--- config.mk ---
export PLATFORM = sky130hd
export DESIGN_NAME = vector_normalize
export DESIGN_NICKNAME = d
export VERILOG_FILES = /design/src/vnorm_pkg.sv /design/src/vnorm_sqrt.sv /design/src/vnorm_div.sv /design/src/vector_normalize.sv
export SDC_FILE = /design/constraint.sdc
export NUM_CORES = 2
export LEC_CHECK = 0
export BUFFER_PORTS_ARGS = -buffer_cell sky130_fd_sc_hd__buf_2
export CORE_UTILIZATION = 64
export DETAILED_ROUTE_END_ITERATION = 7
export PLACE_DENSITY = 0.81
export SYNTH_ARGS = -nofsm -noshare
export SYNTH_HDL_FRONTEND = slang
export SYNTH_HIERARCHICAL = 1
export SYNTH_SLANG_ARGS = --single-unit
--- constraint.sdc ---
create_clock -name clk -period 6.1 [get_ports clk]
set_input_delay 1.525 -clock clk [delete_from_list [all_inputs] [get_ports clk]]
set_output_delay 1.525 -clock clk [all_outputs]
set_load 0.02 [all_outputs]
--- src/vnorm_pkg.sv ---
`timescale 1ns / 1ps

package vnorm_pkg;

    localparam int MAX_LENGTH    = 64;
    localparam int ELEMENT_WIDTH = 16;

    localparam int EL_W      = ELEMENT_WIDTH;
    localparam int SQ_W      = 2 * EL_W;
    localparam int SUM_W     = 37;
    localparam int NORM_W    = 19;
    localparam int UNIT_W    = 16;
    localparam int IDX_W     = $clog2(MAX_LENGTH);
    localparam int CNT_W     = $clog2(MAX_LENGTH + 1);
    localparam int RAD_W     = 2 * NORM_W;
    localparam int REM_W     = NORM_W + 3;
    localparam int DREM_W    = NORM_W + 1;
    localparam int STEP_W    = $clog2(NORM_W + 1);

    localparam logic [UNIT_W-1:0] UNIT_MAX = UNIT_W'((1 << (UNIT_W - 1)) - 1);

    typedef struct packed {
        logic signed [EL_W-1:0] element;
        logic                   is_last;
    } vnorm_in_t;

    typedef struct packed {
        logic signed [UNIT_W-1:0] unit_element;
        logic [NORM_W-1:0]        norm;
        logic                     zero_norm;
        logic                     end_of_run;
    } vnorm_out_t;

    typedef struct packed {
        logic start;
        logic done;
    } vnorm_unit_ctl_t;

endpackage

--- src/vnorm_sqrt.sv ---
`timescale 1ns / 1ps

module vnorm_sqrt (
    input  logic                             clk,
    input  logic                             rst_n,
    input  logic                             start,
    input  logic [vnorm_pkg::SUM_W-1:0]      radicand,
    output logic                             done,
    output logic [vnorm_pkg::NORM_W-1:0]     root
);

    logic [vnorm_pkg::RAD_W-1:0]  rad_reg;
    logic [vnorm_pkg::RAD_W-1:0]  rad_next;
    logic [vnorm_pkg::REM_W-1:0]  rem_reg;
    logic [vnorm_pkg::REM_W-1:0]  rem_next;
    logic [vnorm_pkg::NORM_W-1:0] root_reg;
    logic [vnorm_pkg::NORM_W-1:0] root_next;
    logic [vnorm_pkg::STEP_W-1:0] step_reg;
    logic [vnorm_pkg::STEP_W-1:0] step_next;
    logic                         busy_reg;
    logic                         busy_next;
    logic                         done_reg;
    logic                         done_next;
    logic [vnorm_pkg::REM_W-1:0]  rem_sh;
    logic [vnorm_pkg::REM_W-1:0]  trial;
    logic                         fits;

    // One result bit per cycle: two radicand bits are brought down each step.
    assign rem_sh = {rem_reg[vnorm_pkg::REM_W-3:0],
                     rad_reg[vnorm_pkg::RAD_W-1:vnorm_pkg::RAD_W-2]};
    assign trial  = {1'b0, root_reg, 2'b01};
    assign fits   = (rem_sh >= trial);

    always_comb
    begin
        rad_next  = rad_reg;
        rem_next  = rem_reg;
        root_next = root_reg;
        step_next = step_reg;
        busy_next = busy_reg;
        done_next = 1'b0;
        if (start)
        begin
            rad_next  = vnorm_pkg::RAD_W'(radicand);
            rem_next  = '0;
            root_next = '0;
            step_next = vnorm_pkg::STEP_W'(vnorm_pkg::NORM_W - 1);
            busy_next = 1'b1;
        end
        else if (busy_reg)
        begin
            rad_next  = {rad_reg[vnorm_pkg::RAD_W-3:0], 2'b00};
            rem_next  = fits ? (rem_sh - trial) : rem_sh;
            root_next = {root_reg[vnorm_pkg::NORM_W-2:0], fits};
            step_next = step_reg - vnorm_pkg::STEP_W'(1);
            if (step_reg == '0)
            begin
                busy_next = 1'b0;
                done_next = 1'b1;
            end
        end
    end

    always_ff @(posedge clk or negedge rst_n)
    begin
        if (!rst_n)
        begin
            busy_reg <= 1'b0;
            done_reg <= 1'b0;
            step_reg <= '0;
        end
        else
        begin
            busy_reg <= busy_next;
            done_reg <= done_next;
            step_reg <= step_next;
        end
    end

    always_ff @(posedge clk)
    begin
        rad_reg  <= rad_next;
        rem_reg  <= rem_next;
        root_reg <= root_next;
    end

    assign done = done_reg;
    assign root = root_reg;

endmodule

--- src/vnorm_div.sv ---
`timescale 1ns / 1ps

module vnorm_div (
    input  logic                             clk,
    input  logic                             rst_n,
    input  logic                             start,
    input  logic [vnorm_pkg::EL_W-1:0]       magnitude,
    input  logic [vnorm_pkg::NORM_W-1:0]     divisor,
    output logic                             done,
    output logic [vnorm_pkg::UNIT_W-1:0]     quotient
);

    logic [vnorm_pkg::DREM_W-1:0] rem_reg;
    logic [vnorm_pkg::DREM_W-1:0] rem_next;
    logic [vnorm_pkg::UNIT_W-1:0] quo_reg;
    logic [vnorm_pkg::UNIT_W-1:0] quo_next;
    logic [vnorm_pkg::STEP_W-1:0] step_reg;
    logic [vnorm_pkg::STEP_W-1:0] step_next;
    logic                         busy_reg;
    logic                         busy_next;
    logic                         done_reg;
    logic                         done_next;
    logic [vnorm_pkg::DREM_W:0]   diff;
    logic                         fits;
    logic [vnorm_pkg::DREM_W-1:0] kept;

    // The magnitude never exceeds the norm, so the partial remainder starts as the
    // magnitude itself and only the top quotient bit carries the integer part, which is at most one.
    assign diff = {1'b0, rem_reg} - {2'b00, divisor};
    assign fits = ~diff[vnorm_pkg::DREM_W];
    assign kept = fits ? diff[vnorm_pkg::DREM_W-1:0] : rem_reg;

    always_comb
    begin
        rem_next  = rem_reg;
        quo_next  = quo_reg;
        step_next = step_reg;
        busy_next = busy_reg;
        done_next = 1'b0;
        if (start)
        begin
            rem_next  = vnorm_pkg::DREM_W'(magnitude);
            quo_next  = '0;
            step_next = vnorm_pkg::STEP_W'(vnorm_pkg::UNIT_W - 1);
            busy_next = 1'b1;
        end
        else if (busy_reg)
        begin
            rem_next  = {kept[vnorm_pkg::DREM_W-2:0], 1'b0};
            quo_next  = {quo_reg[vnorm_pkg::UNIT_W-2:0], fits};
            step_next = step_reg - vnorm_pkg::STEP_W'(1);
            if (step_reg == '0)
            begin
                busy_next = 1'b0;
                done_next = 1'b1;
            end
        end
    end

    always_ff @(posedge clk or negedge rst_n)
    begin
        if (!rst_n)
        begin
            busy_reg <= 1'b0;
            done_reg <= 1'b0;
            step_reg <= '0;
        end
        else
        begin
            busy_reg <= busy_next;
            done_reg <= done_next;
            step_reg <= step_next;
        end
    end

    always_ff @(posedge clk)
    begin
        rem_reg <= rem_next;
        quo_reg <= quo_next;
    end

    assign done     = done_reg;
    assign quotient = quo_reg;

endmodule

--- src/vector_normalize.sv ---
`timescale 1ns / 1ps
// Loading takes one cycle per word; words without the last flag give no result.
// After the closing word the square root is computed in the root unit.
// Each result passes through the store read, the divider start, 16 divider steps and
// the output register, or skips the divider under a zero norm, and is then held until
// result_ready takes it in the output state.
// Reset clears the control state, the running sum and the element count; the store is kept.
module vector_normalize (
    input  logic                   clk,
    input  logic                   rst_n,
    input  logic                   item_valid,
    output logic                   item_ready,
    input  vnorm_pkg::vnorm_in_t   item,
    output logic                   result_valid,
    input  logic                   result_ready,
    output vnorm_pkg::vnorm_out_t  result
);

    localparam logic [2:0] S_LOAD   = 3'd0;
    localparam logic [2:0] S_RSTART = 3'd1;
    localparam logic [2:0] S_ROOT   = 3'd2;
    localparam logic [2:0] S_FETCH  = 3'd3;
    localparam logic [2:0] S_START  = 3'd4;
    localparam logic [2:0] S_DIV    = 3'd5;
    localparam logic [2:0] S_OUT    = 3'd6;

    logic [2:0]                       state_reg;
    logic [2:0]                       state_next;
    logic [vnorm_pkg::SUM_W-1:0]      sum_reg;
    logic [vnorm_pkg::SUM_W-1:0]      sum_next;
    logic [vnorm_pkg::CNT_W-1:0]      count_reg;
    logic [vnorm_pkg::CNT_W-1:0]      count_next;
    logic [vnorm_pkg::IDX_W-1:0]      k_reg;
    logic [vnorm_pkg::IDX_W-1:0]      k_next;
    logic [vnorm_pkg::NORM_W-1:0]     norm_reg;
    logic [vnorm_pkg::NORM_W-1:0]     norm_next;
    logic                             out_valid_reg;
    logic                             out_valid_next;
    vnorm_pkg::vnorm_out_t            out_reg;
    vnorm_pkg::vnorm_out_t            out_next;
    logic signed [vnorm_pkg::EL_W-1:0] rd_data_reg;

    logic signed [vnorm_pkg::EL_W-1:0] store [vnorm_pkg::MAX_LENGTH];

    logic                             accept;
    logic                             room;
    logic [vnorm_pkg::EL_W-1:0]       in_mag;
    logic [vnorm_pkg::SQ_W-1:0]       in_square;
    logic [vnorm_pkg::EL_W-1:0]       rd_mag;
    logic                             last_k;
    vnorm_pkg::vnorm_unit_ctl_t       root_ctl;
    vnorm_pkg::vnorm_unit_ctl_t       div_ctl;
    logic [vnorm_pkg::NORM_W-1:0]     root_val;
    logic [vnorm_pkg::UNIT_W-1:0]     quo_val;
    logic [vnorm_pkg::UNIT_W-1:0]     unit_val;

    assign item_ready = (state_reg == S_LOAD);
    assign accept     = item_valid && item_ready;
    assign room       = (count_reg < vnorm_pkg::CNT_W'(vnorm_pkg::MAX_LENGTH));

    assign in_mag    = item.element[vnorm_pkg::EL_W-1] ? vnorm_pkg::EL_W'(-item.element)
                                                        : vnorm_pkg::EL_W'(item.element);
    assign in_square = vnorm_pkg::SQ_W'(in_mag) * vnorm_pkg::SQ_W'(in_mag);

    assign rd_mag = rd_data_reg[vnorm_pkg::EL_W-1] ? vnorm_pkg::EL_W'(-rd_data_reg)
                                                    : vnorm_pkg::EL_W'(rd_data_reg);
    assign last_k = ((vnorm_pkg::CNT_W'(k_reg) + vnorm_pkg::CNT_W'(1)) == count_reg);

    // The quotient never exceeds one, so only a positive one needs saturating.
    assign unit_val = rd_data_reg[vnorm_pkg::EL_W-1] ? vnorm_pkg::UNIT_W'(~quo_val + 1'b1)
                    : (quo_val[vnorm_pkg::UNIT_W-1] ? vnorm_pkg::UNIT_MAX : quo_val);

    assign root_ctl.start = (state_reg == S_RSTART);
    assign div_ctl.start  = (state_reg == S_START) && (norm_reg != '0);

    vnorm_sqrt u_sqrt (
        .clk      (clk),
        .rst_n    (rst_n),
        .start    (root_ctl.start),
        .radicand (sum_reg),
        .done     (root_ctl.done),
        .root     (root_val)
    );

    vnorm_div u_div (
        .clk       (clk),
        .rst_n     (rst_n),
        .start     (div_ctl.start),
        .magnitude (rd_mag),
        .divisor   (norm_reg),
        .done      (div_ctl.done),
        .quotient  (quo_val)
    );

    always_comb
    begin
        state_next     = state_reg;
        sum_next       = sum_reg;
        count_next     = count_reg;
        k_next         = k_reg;
        norm_next      = norm_reg;
        out_valid_next = out_valid_reg;
        out_next       = out_reg;
        case (state_reg)
            S_LOAD:
            begin
                if (accept)
                begin
                    if (room)
                    begin
                        count_next = count_reg + vnorm_pkg::CNT_W'(1);
                        sum_next   = sum_reg + vnorm_pkg::SUM_W'(in_square);
                    end
                    if (item.is_last)
                    begin
                        state_next = S_RSTART;
                    end
                end
            end
            S_RSTART:
            begin
                state_next = S_ROOT;
            end
            S_ROOT:
            begin
                if (root_ctl.done)
                begin
                    norm_next  = root_val;
                    k_next     = '0;
                    state_next = S_FETCH;
                end
            end
            S_FETCH:
            begin
                state_next = S_START;
            end
            S_START:
            begin
                if (norm_reg == '0)
                begin
                    out_next.unit_element = '0;
                    out_next.norm         = '0;
                    out_next.zero_norm    = 1'b1;
                    out_next.end_of_run   = last_k;
                    out_valid_next        = 1'b1;
                    state_next            = S_OUT;
                end
                else
                begin
                    state_next = S_DIV;
                end
            end
            S_DIV:
            begin
                if (div_ctl.done)
                begin
                    out_next.unit_element = unit_val;
                    out_next.norm         = norm_reg;
                    out_next.zero_norm    = 1'b0;
                    out_next.end_of_run   = last_k;
                    out_valid_next        = 1'b1;
                    state_next            = S_OUT;
                end
            end
            S_OUT:
            begin
                if (result_ready)
                begin
                    out_valid_next = 1'b0;
                    if (last_k)
                    begin
                        sum_next   = '0;
                        count_next = '0;
                        state_next = S_LOAD;
                    end
                    else
                    begin
                        k_next     = k_reg + vnorm_pkg::IDX_W'(1);
                        state_next = S_FETCH;
                    end
                end
            end
            default:
            begin
                state_next = S_LOAD;
            end
        endcase
    end

    always_ff @(posedge clk or negedge rst_n)
    begin
        if (!rst_n)
        begin
            state_reg     <= S_LOAD;
            sum_reg       <= '0;
            count_reg     <= '0;
            k_reg         <= '0;
            out_valid_reg <= 1'b0;
        end
        else
        begin
            state_reg     <= state_next;
            sum_reg       <= sum_next;
            count_reg     <= count_next;
            k_reg         <= k_next;
            out_valid_reg <= out_valid_next;
        end
    end

    always_ff @(posedge clk)
    begin
        norm_reg <= norm_next;
        out_reg  <= out_next;
    end

    always_ff @(posedge clk)
    begin
        if (accept && room)
        begin
            store[count_reg[vnorm_pkg::IDX_W-1:0]] <= item.element;
        end
        if (state_reg == S_FETCH)
        begin
            rd_data_reg <= store[k_reg];
        end
    end

    assign result_valid = out_valid_reg;
    assign result       = out_reg;

endmodule

Word-level counts from Yosys, hierarchy flattened

Memory sizes are Yosys's and may differ from the RTL's. A register that Yosys moved wholly into a read port is not among the register bits.
Cells that the tools add are included.

Add/subtract/negate cells: 11
Multipliers: 1
Order comparisons: 2
Equality and inequality tests: 16
Muxes and demuxes: 57
Bitwise gates (word level): 2
Reduce and logical (&&, ||, !) cells: 20

Operators by type and width:

| kind                                                   | count |
|---|---|
| 2-to-1 mux 37 bit                                      | 8 |
| one-hot mux 37 bit (2 select lines)                    | 2 |
| 2-to-1 mux 16 bit                                      | 5 |
| adder 37 x 32 -> 37 bit                                | 1 |
| multiplier 16 x 16 -> 32 bit                           | 1 |
| negator 16 bit                                         | 2 |
| 2-to-1 mux 7 bit                                       | 4 |
| >= comparator 22 x 21 -> 1 bit                         | 1 |
| one-hot mux 3 bit (7 select lines)                     | 1 |
| subtractor 20 x 19 -> 21 bit                           | 1 |
| 2-to-1 mux 20 bit                                      | 1 |
| 2-to-1 mux 5 bit                                       | 4 |
| subtractor 20 bit                                      | 1 |
| zero test 19 bit                                       | 1 |
| 2-to-1 mux 19 bit                                      | 1 |
| nonzero test 19 bit                                    | 1 |
| 2-to-1 mux 6 bit                                       | 3 |
| 2-to-1 mux 1 bit                                       | 17 |
| adder 16 x 1 -> 16 bit (second input constant)         | 1 |
| NOT 16 bit                                             | 1 |
| 2-to-1 mux 15 bit                                      | 1 |
| 2-to-1 mux 3 bit                                       | 5 |
| one-hot mux 7 bit (2 select lines)                     | 1 |
| inequality test 2 x 1 -> 1 bit (second input constant) | 6 |
| other kinds (23)                                       | 39 |

Register bits after elaboration: 237
Memory bits (writable): 1024
Bits of input ports: 21
Output and inout port bits: 39
Logic and storage cells: 133
Memories kept: 1

Memory list:

| memory | words | width | rd ports | clocked after Yosys merged registers in | write ports | RTL line               | source |
|---|---|---|---|---|---|---|---|
| store  | 64    | 16    | 1        | 1                                       | 1           | vector_normalize.sv:43 | `logic signed [vnorm_pkg::EL_W-1:0] store [vnorm_pkg::MAX_LENGTH];` |

Logic depth before layout (Yosys ltp)

Word-level depth: 7
Gate-level depth with buffers: 30
Gate-level depth less buffers: 28

By module

Netlist, hierarchy kept.

By module, submodules not included:

| module           | instances | cells an instance | area each (um^2) |
|---|---|---|---|
| vector_normalize | 1         | 3102              | 53525.1 |
| vnorm_sqrt       | 1         | 464               | 4749.6 |
| vnorm_div        | 1         | 326               | 2966.6 |

Worst setup path before layout

Ideal clock, no wire load.

Path type: input -> register
From: input item[6] in the netlist's numbering
To: register sum_reg[33] in the netlist's numbering
Setup time: 0.124 ns
Data arrival time: 8.553 ns
Required time: 5.976 ns
Path slack: -2.576 ns
Stages on the path: 28
Buffers on the path: 2
Cells stage by stage: or4_4 > nor4b_4 > nand2b_2 > o41ai_4 > xor2_2 > buf_6 > nor2_1 > inv_1 > fa_1 > inv_1 > fa_1 > inv_1 > fa_1 > inv_1 > fa_1 > fa_1 > inv_1 > fa_1 > inv_1 > ha_1 > clkbuf_1 > a21o_1 > a21o_1 > a311oi_1 > nand2_1 > or3_1 > a32oi_1 > nand2_1

Cells in the longest elaborated chain, start to end: 7

RTL lines:

| item                                  | RTL line                | source |
|---|---|---|
| start, declared                       | vector_normalize.sv:13  | `input vnorm_pkg::vnorm_in_t item,` |
| negator 16 bit                        | vector_normalize.sv:61  | `assign in_mag = item.element[vnorm_pkg::EL_W-1] ? vnorm_pkg::EL_W'(-item.element)` |
| 2-to-1 mux 16 bit *                   | vector_normalize.sv:61  |  |
| multiplier 16 x 16 -> 32 bit *        | vector_normalize.sv:63  | `assign in_square = vnorm_pkg::SQ_W'(in_mag) * vnorm_pkg::SQ_W'(in_mag);` |
| adder 37 x 32 -> 37 bit *             | vector_normalize.sv:112 | `sum_next = sum_reg + vnorm_pkg::SUM_W'(in_square);` |
| 2-to-1 mux 37 bit *                   | vector_normalize.sv:109 | `if (room)` |
| 2-to-1 mux 37 bit *                   | vector_normalize.sv:107 | `if (accept)` |
| one-hot mux 37 bit (2 select lines) * | vector_normalize.sv:104 | `case (state_reg)` |
| end signal, assigned                  | vector_normalize.sv:203 | `sum_reg <= sum_next;` |
| end, declared                         | vector_normalize.sv:29  | `logic [vnorm_pkg::SUM_W-1:0] sum_reg;` |

Every way passes the cells marked *; elsewhere a longest branch is shown, timed or not. The select of a mux whose other input is x is not followed.
A chain may end at the register's enable or synchronous reset.

Worst setup path in the final report

From: input item[6] in the netlist's numbering
To: register sum_reg[34] in the netlist's numbering

The elaborated chain is that of the path after synthesis.

==> results.json <==
{
  "worst_slack_ns": -1.901,
  "setup_viol": 29,
  "numPortBuffers": 59,
  "synthArstFlopShare": 0.05325,
  "drt_iter0_drc": 4830,
  "wl_met3_um": 15760,
  "finClkSkew_ns": 0.06139,
  "drc_errors": 1,
  "overflow": 0,
  "worstSetupStartpointType": "input port",
  "grt_pass1_wl_um": 240000,
  "clockBufferDepth": 3,
  "place_area_um2": 65470,
  "met1_length_um": 56840,
  "relSlewSlack": 0.2257,
  "finalHoldViolations": 0,
  "wl_per_cell_um": 29.15,
  "top_layer_used": "met5",
  "cts_max_level": 3,
  "dieArea_um2": 96930,
  "rows": 113,
  "holdWs_ns": 0.4632,
  "hold_path.class": "reg2reg",
  "final_nets": 4675,
  "clock.fmax_mhz": 125.0,
  "worstSetupPathType": "in2reg",
  "clkLatencyLatePin_ns": 0.75,
  "critPathMaxFanout": 5,
  "synth_edf_count": 1149,
  "io_pins": 60,
  "grt_usage": 0.3400,
  "synth.avg_cell_area_um2": 15.74,
  "cp.required_ns": 6.72,
  "die_y_um": 311.3,
  "gp_congestion": 0.9242,
  "ys_warn_count": 6,
  "design_area_um2": 70900,
  "rsz0062_at_grt": "true",
  "cts_sinks": 1277,
  "cts-root-buf": "clkbuf_16",
  "antenna_found_initial": 17,
  "arrival_ns": 8.62,
  "finalNonFillerCells": 5672,
  "period_share": 1.312,
  "cts_tree": "done",
  "syn_inst": 3892,
  "seq_area_frac_synth": 0.6108,
  "grt_pass1_vias": 37760,
  "layout_common_cells": "1149 x edfxtp_1, 372 x inv_1, 337 x buf_4, 336 x mux4_2, 239 x nor2_1",
  "largest_reg_flops": 1024,
  "synth_seq_cells": 1277,
  "cts_hold_buf": 0,
  "start_util": 0.6455,
  "wl_met2_um": 82600,
  "violations": "DRC, setup timing",
  "dr_total_vias": 37360,
  "post_drt_via_cell_ratio": 6.586,
  "ys_types": 101,
  "drv_cap": 0,
  "layout-drive-gt1-share": 0.2918,
  "dp_hpwl_um": 96770,
  "final_common_cell": "edfxtp_1",
  "cts.reportedPaths.clkPinSlew_ns": 0.07,
  "finalCriticalPeriod_ns": 8.001,
  "ant_nets": 0,
  "synth_flop_cell": "edfxtp_1",
  "routed_wirelength_um": 165400,
  "status": "finished with violations",
  "first_pass_iters": 8,
  "die_w_um": 311.3,
  "fill_cells": 5334,
  "grt_max_degree": 123,
  "cp-end-kind": "flop",
  "dp.cells": 5386,
  "design.core.area_um2": 94870,
  "areaGrowthSynthToFinish_pct": 15.78,
  "cts_buffers": 121,
  "slew_viol_final": 0,
  "syn_area_um2": 61240,
  "worstMarginPinSlew_ns": 1.159
}
-- cell type report --
type                       count  area [um2]  area share
sequential                  1277       37420      0.5278
multi-input combinational   2028       22830      0.3220
timing repair buffer         452        3621     0.05107
clock buffer                 153        3191     0.04500
inverter                     425        1607     0.02266
tap                         1265        1583     0.02232
clock inverter                65       630.6    0.008894
antenna                        7       17.52   0.0002470
-- per-layer routing --
metal	vias to the layer above	track usage
met4	20	0.1740
met5	-	0
met1	18810	0.4277
met2	2467	0.5626
li1	15420	-
met3	646	0.07227
-- synth_stat cells, types with 16 or more instances --
cell	number	area, um2
a21o_1	32	240.2
a21oi_1	100	500.5
a311oi_1	17	148.9
a31oi_1	16	100.1
and3_1	38	237.7
buf_1	33	123.9
buf_2	27	135.1
clkbuf_1	101	379.1
dfrtp_1	68	1702
dfxtp_1	60	1201
edfxtp_1	1149	34500
fa_1	196	3924
ha_1	153	1914
inv_1	420	1577
mux2_2	45	506.7
mux2i_1	39	390.4
mux4_2	336	7567
nand2_1	203	762.0
nand2b_1	16	100.1
nand3_1	39	195.2
nand4_1	16	100.1
nor2_1	274	1028
nor3_1	34	170.2
o21a_1	27	202.7
o21ai_0	82	410.4
o31ai_1	27	202.7
xnor2_1	55	481.7
xor2_1	40	350.3
-- through the flow --
step                      setup TNS, ns  utilization  setup slack, ns
after floorplan                  -50.24            -           -2.235
after global placement           -65.37       0.6901           -2.634
after detailed placement         -69.66       0.6901           -2.796
after CTS                        -39.58       0.7400           -1.642
after global routing             -49.55       0.7472           -2.050
final                            -44.19       0.7474           -1.901
-- kinds of logic (layout without fill, tap and decap cells) --
kind of cell | after synthesis | in the layout | synth area share
mux | 420 | 420 | 0.1382
compound gates | 430 | 430 | 0.04883
other cells | 2 | 18 | 0.0001226
simple gates | 721 | 721 | 0.05457
xor+xnor | 97 | 97 | 0.01412
buf+inv | 596 | 1095 | 0.03802
fa+ha+maj | 349 | 349 | 0.09533
flops | 1277 | 1277 | 0.6108
-- worst paths after layout --
check / from / to / slack [ns] / cells past startpoint
max in group asynchronous: rst_n / k_reg[3]$_DFFE_PN0P_ / 4.28 / 2
hold / removal: u_sqrt/root[18]$_SDFFE_PP0P_ / norm_reg[18]$_DFFE_PP_ / 0.46 / 0
min in group asynchronous: rst_n / u_div/step_reg[0]$_DFFE_PN0P_ / 0.62 / 1
setup / recovery: item[6] / sum_reg[34]$_DFFE_PN0P_ / -1.90 / 27
setup reg to reg: sum_reg[8]$_DFFE_PN0P_ / sum_reg[25]$_DFFE_PN0P_ / 1.32 / 18
hold reg to reg: u_sqrt/root[18]$_SDFFE_PP0P_ / norm_reg[18]$_DFFE_PP_ / 0.46 / 0
-- repair_timing --
action                     4_1_cts  5_1_grt
pin swaps                      131       81
setup endpoints to repair       30       30
resized for setup              170      112
setup buffers                   34       32
-- critical path: stages --
cell      delay [ns]
buf_6           0.09
or4_4           0.61
buf_6           0.16
or4_4           0.43
o21ai_4         0.20
xnor2_4         0.18
inv_2           0.11
buf_6           0.15
nor2_4          0.11
inv_1           0.07
fa_1            0.53
inv_1           0.05
fa_1            0.44
ha_1            0.31
fa_1            0.57
inv_2           0.05
fa_1            0.53
inv_1           0.06
fa_1            0.52
ha_4            0.32
and4_1          0.20
o21ai_2         0.07
o211ai_1        0.36
a41oi_4         0.22
o32a_1          0.36
o21a_1          0.20
o211ai_1        0.16
Power is not shown: default switching activity piles up to over one toggle a cycle in this logic, so the estimate is an artifact.
